$ cat config.mk
export PLATFORM = sky130hd
export DESIGN_NAME = doubly_linked_list_engine_top_flat
export DESIGN_NICKNAME = d
export VERILOG_FILES = /design/src/sv/dll_pkg.sv /design/src/sv/dll_if.sv /design/src/sv/dll_datapath.sv /design/src/sv/dll_ctrl.sv /design/src/sv/doubly_linked_list_engine_top.sv /design/src/flat_wrapper.sv
export SDC_FILE = /design/constraint.sdc
export NUM_CORES = 2
export LEC_CHECK = 0
export BUFFER_PORTS_ARGS = -buffer_cell sky130_fd_sc_hd__clkbuf_2
export CORE_MARGIN = 3
export CORE_UTILIZATION = 31
export DETAILED_ROUTE_END_ITERATION = 6
export PLACE_DENSITY = 0.43
export SLEW_MARGIN = 5
export SYNTH_ARGS = -nofsm -noshare
export SYNTH_HDL_FRONTEND = slang
export SYNTH_SLANG_ARGS = --single-unit
$ cat constraint.sdc
create_clock -name clk -period 4.73 [get_ports clk]
set_clock_uncertainty 0.15 [all_clocks]
set_input_delay 0.7095 -clock clk [delete_from_list [all_inputs] [get_ports clk]]
set_output_delay 0.7095 -clock clk [all_outputs]
set_load 0.01 [all_outputs]
$ cat src/sv/dll_pkg.sv
// package: pool sizing, codes and controller/datapath command and status types
package dll_pkg;

  localparam int POOL_DEPTH = 32;
  localparam int AW         = $clog2(POOL_DEPTH);
  localparam int IDX_W      = $clog2(POOL_DEPTH + 1);
  localparam int LEN_W      = IDX_W;

  localparam logic [IDX_W-1:0] NIL_IDX = IDX_W'(POOL_DEPTH);

  localparam logic [2:0] FN_APPEND   = 3'd0;
  localparam logic [2:0] FN_INSERT   = 3'd1;
  localparam logic [2:0] FN_REM_HEAD = 3'd2;
  localparam logic [2:0] FN_REM_TAIL = 3'd3;
  localparam logic [2:0] FN_REM_VAL  = 3'd4;

  localparam logic [1:0] ST_OK        = 2'd0;
  localparam logic [1:0] ST_EMPTY     = 2'd1;
  localparam logic [1:0] ST_NOT_FOUND = 2'd2;
  localparam logic [1:0] ST_FULL      = 2'd3;

  localparam logic [1:0] RD_FREE = 2'd0;
  localparam logic [1:0] RD_HEAD = 2'd1;
  localparam logic [1:0] RD_TAIL = 2'd2;
  localparam logic [1:0] RD_NEXT = 2'd3;

  typedef struct packed {
    logic       latch_op;
    logic       rd_en;
    logic [1:0] rd_src;
    logic       alloc;
    logic       link;
    logic       unlink;
    logic       release_node;
    logic       set_status;
    logic [1:0] status;
    logic       out_load;
  } dll_cmd_t;

  typedef struct packed {
    logic [2:0] func;
    logic       free_nil;
    logic       head_live;
    logic       tail_live;
    logic       count_zero;
    logic       match;
    logic       walk_end;
    logic       out_busy;
  } dll_sts_t;

endpackage

$ cat src/sv/dll_if.sv
// interfaces: request and response channels
interface dll_req_if;
  logic               valid;
  logic               ready;
  logic [2:0]         func;
  logic signed [31:0] value;
  modport source (output valid, func, value, input ready);
  modport sink   (input valid, func, value, output ready);
endinterface

interface dll_rsp_if;
  logic               valid;
  logic               ready;
  logic [1:0]         status;
  logic signed [31:0] removed_value;
  logic [5:0]         length;
  modport source (output valid, status, removed_value, length, input ready);
  modport sink   (input valid, status, removed_value, length, output ready);
endinterface

$ cat src/sv/dll_datapath.sv
// datapath: node memories, list pointers, free list and result register
module dll_datapath import dll_pkg::*; (
  input  logic               clk,
  input  logic               rst,
  input  dll_cmd_t           cmd,
  output dll_sts_t           sts,
  input  logic [2:0]         func,
  input  logic signed [31:0] value,
  output logic               rsp_valid,
  input  logic               rsp_ready,
  output logic [1:0]         rsp_status,
  output logic signed [31:0] rsp_removed_value,
  output logic [LEN_W-1:0]   rsp_length
);

  logic [31:0]      value_mem [POOL_DEPTH];
  logic [IDX_W-1:0] next_mem  [POOL_DEPTH];
  logic [IDX_W-1:0] prev_mem  [POOL_DEPTH];

  logic [31:0]      rvalue;
  logic [IDX_W-1:0] rnext;
  logic [IDX_W-1:0] rprev;

  logic [IDX_W-1:0] head;
  logic [IDX_W-1:0] tail;
  logic [IDX_W-1:0] free_idx;
  logic [IDX_W-1:0] hw;
  logic [IDX_W-1:0] count;
  logic [IDX_W-1:0] cur;
  logic [IDX_W-1:0] k;
  logic [2:0]       op_func;
  logic [31:0]      op_value;
  logic [1:0]       res_status;
  logic [31:0]      res_removed;

  logic [IDX_W-1:0] rd_addr;
  logic             value_we;
  logic             next_we;
  logic             prev_we;
  logic [IDX_W-1:0] next_wa;
  logic [IDX_W-1:0] prev_wa;
  logic [IDX_W-1:0] next_wd;
  logic [IDX_W-1:0] prev_wd;

  function automatic logic live(input logic [IDX_W-1:0] i);
    return i < NIL_IDX;
  endfunction

  always_comb begin
    case (cmd.rd_src)
      RD_FREE: rd_addr = free_idx;
      RD_HEAD: rd_addr = head;
      RD_TAIL: rd_addr = tail;
      default: rd_addr = rnext;
    endcase
  end

  always_comb begin
    value_we = cmd.alloc;
    next_we  = 1'b0;
    prev_we  = 1'b0;
    next_wa  = cur;
    prev_wa  = cur;
    next_wd  = NIL_IDX;
    prev_wd  = NIL_IDX;
    if (cmd.alloc) begin
      next_we = 1'b1;
      prev_we = 1'b1;
      next_wd = (op_func == FN_APPEND) ? NIL_IDX : head;
      prev_wd = (op_func == FN_APPEND) ? tail : NIL_IDX;
    end else if (cmd.link) begin
      if (op_func == FN_APPEND) begin
        next_we = live(tail);
        next_wa = tail;
        next_wd = cur;
      end else begin
        prev_we = live(head);
        prev_wa = head;
        prev_wd = cur;
      end
    end else if (cmd.unlink) begin
      next_we = live(rprev);
      next_wa = rprev;
      next_wd = rnext;
      prev_we = live(rnext);
      prev_wa = rnext;
      prev_wd = rprev;
    end else if (cmd.release_node) begin
      next_we = 1'b1;
      next_wa = cur;
      next_wd = free_idx;
    end
  end

  always_ff @(posedge clk) begin
    if (value_we) value_mem[cur[AW-1:0]] <= op_value;
    if (next_we) next_mem[next_wa[AW-1:0]] <= next_wd;
    if (prev_we) prev_mem[prev_wa[AW-1:0]] <= prev_wd;
    if (cmd.rd_en) begin
      rvalue <= value_mem[rd_addr[AW-1:0]];
      rnext  <= next_mem[rd_addr[AW-1:0]];
      rprev  <= prev_mem[rd_addr[AW-1:0]];
    end
  end

  always_ff @(posedge clk) begin
    if (rst) begin
      head      <= NIL_IDX;
      tail      <= NIL_IDX;
      free_idx  <= '0;
      hw        <= '0;
      count     <= '0;
      rsp_valid <= 1'b0;
    end else begin
      if (cmd.alloc) begin
        // untouched entries above the fill mark chain to their neighbor
        if (free_idx == hw) begin
          free_idx <= hw + IDX_W'(1);
          hw       <= hw + IDX_W'(1);
        end else begin
          free_idx <= rnext;
        end
      end
      if (cmd.link) begin
        if (op_func == FN_APPEND) begin
          if (!live(tail)) head <= cur;
          tail <= cur;
        end else begin
          if (!live(head)) tail <= cur;
          head <= cur;
        end
        count <= count + IDX_W'(1);
      end
      if (cmd.unlink) begin
        if (!live(rprev)) head <= rnext;
        if (!live(rnext)) tail <= rprev;
      end
      if (cmd.release_node) begin
        free_idx <= cur;
        if (count != '0) count <= count - IDX_W'(1);
      end
      if (cmd.out_load) begin
        rsp_valid <= 1'b1;
      end else if (rsp_ready) begin
        rsp_valid <= 1'b0;
      end
    end
  end

  always_ff @(posedge clk) begin
    if (cmd.latch_op) begin
      op_func     <= func;
      op_value    <= $unsigned(value);
      res_status  <= ST_OK;
      res_removed <= '0;
    end
    if (cmd.set_status) res_status <= cmd.status;
    if (cmd.unlink) res_removed <= rvalue;
    if (cmd.rd_en) begin
      cur <= rd_addr;
      k   <= (cmd.rd_src == RD_NEXT) ? k + IDX_W'(1) : '0;
    end
    if (cmd.out_load) begin
      rsp_status        <= res_status;
      rsp_removed_value <= $signed(res_removed);
      rsp_length        <= count;
    end
  end

  always_comb begin
    sts.func       = op_func;
    sts.free_nil   = !live(free_idx);
    sts.head_live  = live(head);
    sts.tail_live  = live(tail);
    sts.count_zero = (count == '0);
    sts.match      = (op_func != FN_REM_VAL) || (rvalue == op_value);
    sts.walk_end   = (k + IDX_W'(1) == count) || !live(rnext);
    sts.out_busy   = rsp_valid && !rsp_ready;
  end

endmodule

$ cat src/sv/dll_ctrl.sv
// controller: sequences each operation over the datapath
module dll_ctrl import dll_pkg::*; (
  input  logic     clk,
  input  logic     rst,
  input  logic     req_valid,
  output logic     req_ready,
  input  dll_sts_t sts,
  output dll_cmd_t cmd
);

  localparam logic [2:0] S_IDLE  = 3'd0;
  localparam logic [2:0] S_DISP  = 3'd1;
  localparam logic [2:0] S_ALLOC = 3'd2;
  localparam logic [2:0] S_LINK  = 3'd3;
  localparam logic [2:0] S_CHK   = 3'd4;
  localparam logic [2:0] S_FREE  = 3'd5;
  localparam logic [2:0] S_FIN   = 3'd6;

  logic [2:0] state;
  logic [2:0] state_next;

  assign req_ready = (state == S_IDLE);

  always_comb begin
    cmd        = '0;
    state_next = state;
    case (state)
      S_IDLE: begin
        if (req_valid) begin
          cmd.latch_op = 1'b1;
          state_next   = S_DISP;
        end
      end
      S_DISP: begin
        case (sts.func)
          FN_APPEND, FN_INSERT: begin
            if (sts.free_nil) begin
              cmd.set_status = 1'b1;
              cmd.status     = ST_FULL;
              state_next     = S_FIN;
            end else begin
              cmd.rd_en  = 1'b1;
              cmd.rd_src = RD_FREE;
              state_next = S_ALLOC;
            end
          end
          FN_REM_HEAD, FN_REM_VAL, FN_REM_TAIL: begin
            if (sts.count_zero ||
                !((sts.func == FN_REM_TAIL) ? sts.tail_live : sts.head_live)) begin
              cmd.set_status = 1'b1;
              cmd.status     = ST_EMPTY;
              state_next     = S_FIN;
            end else begin
              cmd.rd_en  = 1'b1;
              cmd.rd_src = (sts.func == FN_REM_TAIL) ? RD_TAIL : RD_HEAD;
              state_next = S_CHK;
            end
          end
          default: state_next = S_FIN;
        endcase
      end
      S_ALLOC: begin
        cmd.alloc  = 1'b1;
        state_next = S_LINK;
      end
      S_LINK: begin
        cmd.link   = 1'b1;
        state_next = S_FIN;
      end
      S_CHK: begin
        if (sts.match) begin
          cmd.unlink = 1'b1;
          state_next = S_FREE;
        end else if (sts.walk_end) begin
          cmd.set_status = 1'b1;
          cmd.status     = ST_NOT_FOUND;
          state_next     = S_FIN;
        end else begin
          cmd.rd_en  = 1'b1;
          cmd.rd_src = RD_NEXT;
        end
      end
      S_FREE: begin
        cmd.release_node = 1'b1;
        state_next       = S_FIN;
      end
      S_FIN: begin
        if (!sts.out_busy) begin
          cmd.out_load = 1'b1;
          state_next   = S_IDLE;
        end
      end
      default: state_next = S_IDLE;
    endcase
  end

  always_ff @(posedge clk) begin
    if (rst) begin
      state <= S_IDLE;
    end else begin
      state <= state_next;
    end
  end

endmodule

$ cat src/sv/doubly_linked_list_engine_top.sv
// top level: doubly linked list engine
//
//  channel | dir | fields
//  req     | in  | func[2:0], value[31:0] signed
//  rsp     | out | status[1:0], removed_value[31:0] signed, length[5:0]
//
// append or insert: dispatch, alloc, link and finish states after the req transfer
// remove: dispatch, check (a walk from the head for by value), free and finish states
// empty, full, not found and unused codes: the finish state follows dispatch or check
// synchronous reset; no clearing pass, a fill mark stands in for the initial free chain
// a new request is taken while a result waits; the next result holds until rsp transfers
module doubly_linked_list_engine_top import dll_pkg::*; (
  input logic      clk,
  input logic      rst,
  dll_req_if.sink  req,
  dll_rsp_if.source rsp
);

  dll_cmd_t cmd;
  dll_sts_t sts;

  dll_ctrl u_ctrl (
    .clk       (clk),
    .rst       (rst),
    .req_valid (req.valid),
    .req_ready (req.ready),
    .sts       (sts),
    .cmd       (cmd)
  );

  dll_datapath u_dp (
    .clk               (clk),
    .rst               (rst),
    .cmd               (cmd),
    .sts               (sts),
    .func              (req.func),
    .value             (req.value),
    .rsp_valid         (rsp.valid),
    .rsp_ready         (rsp.ready),
    .rsp_status        (rsp.status),
    .rsp_removed_value (rsp.removed_value),
    .rsp_length        (rsp.length)
  );

endmodule

$ cat src/flat_wrapper.sv
// flat-port wrapper written by rule: the top's interface ports become plain ports
module doubly_linked_list_engine_top_flat import dll_pkg::*;
  (clk, rst, req_valid, req_func, req_value, req_ready, rsp_valid, rsp_status, rsp_removed_value, rsp_length, rsp_ready);
  dll_req_if req_i ();
  dll_rsp_if rsp_i ();
  input logic clk;
  input logic rst;
  input wire logic [$bits(req_i.valid)-1:0] req_valid;
  input wire logic [$bits(req_i.func)-1:0] req_func;
  input wire logic [$bits(req_i.value)-1:0] req_value;
  output wire logic [$bits(req_i.ready)-1:0] req_ready;
  output wire logic [$bits(rsp_i.valid)-1:0] rsp_valid;
  output wire logic [$bits(rsp_i.status)-1:0] rsp_status;
  output wire logic [$bits(rsp_i.removed_value)-1:0] rsp_removed_value;
  output wire logic [$bits(rsp_i.length)-1:0] rsp_length;
  input wire logic [$bits(rsp_i.ready)-1:0] rsp_ready;
  assign req_i.valid = req_valid;
  assign req_i.func = req_func;
  assign req_i.value = req_value;
  assign req_ready = req_i.ready;
  assign rsp_valid = rsp_i.valid;
  assign rsp_status = rsp_i.status;
  assign rsp_removed_value = rsp_i.removed_value;
  assign rsp_length = rsp_i.length;
  assign rsp_i.ready = rsp_ready;
  doubly_linked_list_engine_top u_core (.clk(clk), .rst(rst), .req(req_i), .rsp(rsp_i));
endmodule
**Word-level counts from Yosys, hierarchy flattened**

Memory sizes are Yosys's and may differ from the RTL's. A register that Yosys moved wholly into a read port is not among the register bits.
Cells that the tools add are included.
Widths: inputs -> output; s select.

- Add/subtract/negate cells: 4
- $lt $le $gt $ge: 5
- Equality and inequality tests: 20
- Mux-type cells: 88
- Reduce and logical (&&, ||, !) cells: 21

Operator list:

| cell | count |
|---|---|
| $mux 6 | 27 |
| $mux 32 | 2 |
| $mux 5 | 8 |
| $mux 3 | 13 |
| $eq 32x32->1 | 1 |
| $lt 6x6->1 const B | 5 |
| $pmux 3 s2 | 5 |
| $mux 1 | 27 |
| $add 6x1->6 const B | 3 |
| $pmux 3 s6 | 1 |
| $pmux 6 s3 | 1 |
| $eq 3x2->1 const B | 4 |
| $eq 3x3->1 const B | 4 |
| $eq 6x6->1 | 2 |
| $mux 2 | 4 |
| $reduce_bool 2->1 | 4 |
| $eq 3x1->1 const B | 2 |
| $logic_not 3->1 | 2 |
| $logic_not 6->1 | 1 |
| $reduce_bool 6->1 | 1 |
| $sub 6x1->6 const B | 1 |
| $eq 2x2->1 const B | 2 |
| $ne 2x2->1 const B | 2 |
| $reduce_or 2->1 | 2 |
| 10 further kinds | 14 |

- Register bits after elaboration: 155
- RAM bits: 1408
- Input bits: 39
- Output and inout port bits: 42
- Memories kept: 3

Memories:

| name | depth | bits a word | read ports | clocked after memory_dff | write ports | line | RTL |
|---|---|---|---|---|---|---|---|
| u_core.u_dp.value_mem | 32 | 32 | 1 | 1 | 1 | dll_datapath.sv:16 | `logic [31:0] value_mem [POOL_DEPTH];` |
| u_core.u_dp.next_mem | 32 | 6 | 1 | 1 | 1 | dll_datapath.sv:17 | `logic [IDX_W-1:0] next_mem [POOL_DEPTH];` |
| u_core.u_dp.prev_mem | 32 | 6 | 1 | 1 | 1 | dll_datapath.sv:18 | `logic [IDX_W-1:0] prev_mem [POOL_DEPTH];` |

**Depth between registers and ports, before layout**

- Word-level depth: 9
- Gate-level depth with buffers: 15
- Mapped depth without buffers: 11

**Hierarchy**

Synthesis repeated with hierarchy kept, for this count alone.

- Cell total of the unflattened synthesis: 3671
- Area total of the unflattened synthesis: 63915.0 µm²

Modules (own cells, without submodules):

| module | times used | cells each | area each (µm²) |
|---|---|---|---|
| dll_datapath | 1 | 3614 | 63504.7 |
| dll_ctrl | 1 | 57 | 410.4 |

**Least setup slack after synthesis**

No wires, ideal clock.

- Path type: flip-flop to flip-flop
- From: register u_core.u_dp.op_value[23]
- To: memory u_core.u_dp.next_mem[0][0] in the netlist's numbering (data pin)
- Data arrival time: 3.273 ns
- Required time: 4.126 ns
- Path slack: 0.853 ns
- Cell stages (with the launch flop): 8
- Buffers on the path: 1
- Clock period less this slack: 3.877 ns
- Cells stage by stage: edfxtp_1 -> xor2_1 -> nor4_1 -> nand4_1 -> o21ai_2 -> nand2_1 -> buf_2 -> o21ai_0

- Cells in the longest elaborated chain, start to end: 7

RTL lines:

| element | line | RTL |
|---|---|---|
| start: declaration | dll_datapath.sv:32 | `logic [31:0] op_value;` |
| start signal: assignment | dll_datapath.sv:153 | `op_value <= $unsigned(value);` |
| $eq 32x32->1 | dll_datapath.sv:176 | `sts.match = (op_func != FN_REM_VAL) \|\| (rvalue == op_value);` |
| $logic_or 1x1->1 | dll_datapath.sv:176 |  |
| $mux 1 | dll_ctrl.sv:71 | `if (sts.match) begin` |
| $mux 1 | dll_ctrl.sv:27 | `case (state)` |
| $mux 6 | dll_datapath.sv:81 | `end else if (cmd.unlink) begin` |
| $mux 6 | dll_datapath.sv:71 | `end else if (cmd.link) begin` |
| $mux 6 | dll_datapath.sv:66 | `if (cmd.alloc) begin` |
| via u_core.u_dp.next_wd[0] | dll_datapath.sv:42 | `logic [IDX_W-1:0] next_wd;` |
| end: declaration | dll_datapath.sv:17 |  |

The timed path passes the listed nets, and every way through them passes these cells.

**Final worst setup path**

- From: register u_core.u_dp.rvalue[3], read port of u_core.u_dp.value_mem
- To: register u_core.u_dp.rprev[3], read port of u_core.u_dp.prev_mem (data pin)

- Cells in the longest elaborated chain, start to end: 6

RTL lines:

| element | line | RTL |
|---|---|---|
| start: declaration | dll_datapath.sv:20 | `logic [31:0] rvalue;` |
| $eq 32x32->1 * | dll_datapath.sv:176 |  |
| $logic_or 1x1->1 * | dll_datapath.sv:176 |  |
| $mux 3 * | dll_ctrl.sv:71 |  |
| $pmux 3 s2 * | dll_ctrl.sv:27 |  |
| $eq 2x2->1, or another cell as far along | dll_datapath.sv:50 | `case (cmd.rd_src)` |
| $pmux 6 s3 | dll_datapath.sv:50 |  |
| end: declaration | dll_datapath.sv:22 | `logic [IDX_W-1:0] rprev;` |

Every way passes the cells marked *; elsewhere a longest branch is shown, timed or not.
A chain may end at the register's enable or synchronous reset.

==> impl_metrics.json <==
{
  "fmaxAchievable_mhz": 220,
  "die_y_um": 469,
  "syn_area_sq_um": 66600,
  "whs_ns": 0.0546,
  "powerDensity_nw_per_um2": 532,
  "multi_input_area_sq_um": 17000,
  "violations": "design-rule violations",
  "final_util_pct": 37.3,
  "peakVddDrop_mv": 0.325,
  "maxCapViolCount": 0,
  "h-tree-depth": 4,
  "routed_wl_um": 241000,
  "start_util_pct": 31.3,
  "cp_common_cell": "buf_4",
  "postRouteAntennaNets": 0,
  "layout_commonest_cell": "edfxtp_1",
  "synth_cell_type_count": 79,
  "critPathSlowestCell": "edfxtp_1",
  "seqCellArea_sq_um": 47900,
  "rows": 169,
  "place.gp.congestion": 0.806,
  "avgSynthCellArea_sq_um": 13.8,
  "setup_violations": 0,
  "hold_violations": 0,
  "die_w_um": 469,
  "die-area_sq_um": 220000,
  "period_needed_ns": 4.54,
  "synth_cells": 4812,
  "worst_ep_required_time_ns": 5.18,
  "final_area_sq_um": 79300,
  "synth_top_area_share_pct": 71.0,
  "drive_above_1_share_pct": 17.0,
  "fin_tns_setup_ns": 0,
  "cts-root-buf": "clkbuf_16",
  "cp_max_fo": 40,
  "critPathMaxStageDelay_ns": 0.68,
  "synth_area_leaders": "edfxtp_1 (71%), nand3_1 (6.8%), o21ai_0 (5.4%)",
  "worstPathCellList": "xor2_1, nor4_1, buf_4, nand4_1, o211ai_2, buf_12, nor3_4, buf_12, buf_4, o21ai_0, a32oi_1, o22ai_1, buf_4, nor4_2",
  "tritoncts": "yes",
  "synth_edf_count": 1573,
  "critPathCaptureType": "flop",
  "yosysTopAreaCell": "edfxtp_1",
  "vias_per_cell": 5.71,
  "area_growth_pct": 19.0,
  "grt_max_degree": 101,
  "port_buffers": 80,
  "antenna_found_initial": 14,
  "final_cell_mix": "edfxtp_1 (1,573), nand3_1 (895), o21ai_0 (713), buf_4 (302), clkbuf_16 (182)",
  "placed_area_sq_um": 73400,
  "cts.clk_slew.worst_paths_ns": 0.06,
  "dp_hpwl_um": 140000,
  "p_leak_uw": 0.0242,
  "tightest_slew_ns": 0.951,
  "startpoint_type": "flop",
  "grt_overflow": 0,
  "fillCellCount": 20331,
  "yosys_warnings": 0,
  "first_global_vias": 44220,
  "clk_path_buf_depth": 3,
  "grt_pass1_wl_um": 344000,
  "ys_seq_area_share_pct": 72.0,
  "status": "finished with violations",
  "core_sq_um": 213000,
  "synth_ff_type": "edfxtp_1",
  "drc": 6,
  "finalCritPeriodShare_pct": 96.0,
  "relSlewSlack_pct": 36.4,
  "syn-num-nets": 4855,
  "firstDrtPassIters": 7,
  "ys_seq_elements": 1607,
  "design_power_total_uw": 42200,
  "drt-wirelength-per-cell_um": 30.2,
  "fin_nets": 5083,
  "hold_path.class": "input port to flop",
  "arrival_ns": 5.00,
  "rsz0062_at_grt": "no",
  "vias": 45759,
  "clk_latency_ns": 0.83,
  "cts_buffers": 180,
  "cts_sinks": 1607,
  "track_usage_pct": 21.4,
  "async_reset_ff_share_pct": 0,
  "ios": 81,
  "worstSetupPathType": "flop to flop",
  "drtIter0Drc": 5284,
  "drv_slew": 0
}
sequential cells by signal, summed over array words and instances (netlist names), 3 cells and up:
signal / flops
u_core.u_ctrl.state: 3
u_core.u_dp.k: 6
u_core.u_dp.rsp_removed_value: 32
u_core.u_dp.prev_mem: 192
u_core.u_dp.rnext: 6
u_core.u_dp.res_removed: 32
u_core.u_dp.next_mem: 192
u_core.u_dp.tail: 6
u_core.u_dp.hw: 6
u_core.u_dp.head: 6
u_core.u_dp.rprev: 6
u_core.u_dp.rsp_length: 6
u_core.u_dp.value_mem: 1024
u_core.u_dp.op_value: 32
u_core.u_dp.rvalue: 32
u_core.u_dp.free_idx: 6
u_core.u_dp.cur: 6
u_core.u_dp.op_func: 3
u_core.u_dp.count: 6
what timing repair did:
item | in CTS | in global routing
setup buffers | 0 | 1
resized for setup | 2 | 5
cloned | 0 | 0
setup endpoints to repair | 2 | 107
hold endpoints to repair | 24 | 0
hold buffers | 24 | 0
synth_stat cells, drive strengths merged, types with 11 or more instances:
| cell type | instances |
|---|---|
| edfxtp | 1573 |
| nand3 | 898 |
| o21ai | 728 |
| clkbuf | 311 |
| a32oi | 178 |
| a311oi | 176 |
| buf | 166 |
| nor2 | 161 |
| o22ai | 91 |
| a41oi | 89 |
| nor4 | 53 |
| xor2 | 44 |
| nand2 | 40 |
| and3 | 38 |
| dfxtp | 34 |
| a21oi | 21 |
| mux2i | 18 |
| a211oi | 16 |
| inv | 15 |
| xnor2 | 15 |
| nor3 | 14 |
| nand3b | 12 |
| nor2b | 11 |
| or3 | 11 |
metal layers:
metal  vias up  global-route usage, %  share of wire (%)
li1      19840                      -                  -
met1     23824                   31.2                 45
met2      1790                   33.1                 46
met3       303                   3.14                6.3
met4         2                   5.91                2.4
met5         -                      0             0.0054
worst max-delay path, delay by kind of cell, from the launching register on:
family / cells / cell delay [ns]
AOI/OAI and AO/OA: 4 / 0.94
DFF: 1 / 0.68
xor gates and xnor gates: 1 / 0.41
and+or+nand+nor: 4 / 0.89
buffers and inverters: 5 / 1.22
cell type report:
class	count	area share (%)
inverters	15	0.0710
multi-input cells	2713	21.4
clock buffers	220	5.93
diodes	10	0.0316
repair buffers	523	6.62
clock inverters	98	1.02
flip-flops and latches	1607	60.5
well taps	2821	4.45
final timing paths:
path | slack (ns) | start | cells after the start | to
min reg2reg | 0.27 | u_core.u_dp.res_removed[30] | 0 | u_core.u_dp.rsp_removed_value[30]
max reg2reg | 0.19 | u_core.u_dp.rvalue[3] | 14 | u_core.u_dp.rprev[3]
max | 0.19 | u_core.u_dp.rvalue[3] | 14 | u_core.u_dp.rprev[3]
min | 0.05 | req_value[1] | 1 | u_core.u_dp.op_value[1]
where the power goes:
| part | internal [uW] | total [uW] | switching, uW | leakage [uW] |
|---|---|---|---|---|
| Combinational | 3850 | 11300 | 7480 | 0.00700 |
| Sequential | 17100 | 17600 | 425 | 0.0145 |
| Clock | 7490 | 13300 | 5820 | 0.00268 |
metrics by stage:
stage | std cells | setup WS [ns]
global placement | 7654 | -0.0278
detailed placement | 7654 | -0.0469
global route | 7998 | 0.0489
CTS | 7996 | 0.0159
floorplan | 4812 | 0.853
finish | 8007 | 0.189
cells by family after synthesis:
family	synth area share, %
AND/OR/NAND/NOR	10.0
AO/OA/AOI/OAI	13.6
flip-flops	72.0
adder cells (fa/ha/maj)	0.0752
buffers and inverters	3.21
XOR/XNOR	0.810
multiplexers	0.306
Power figures use the tool's default switching activity.
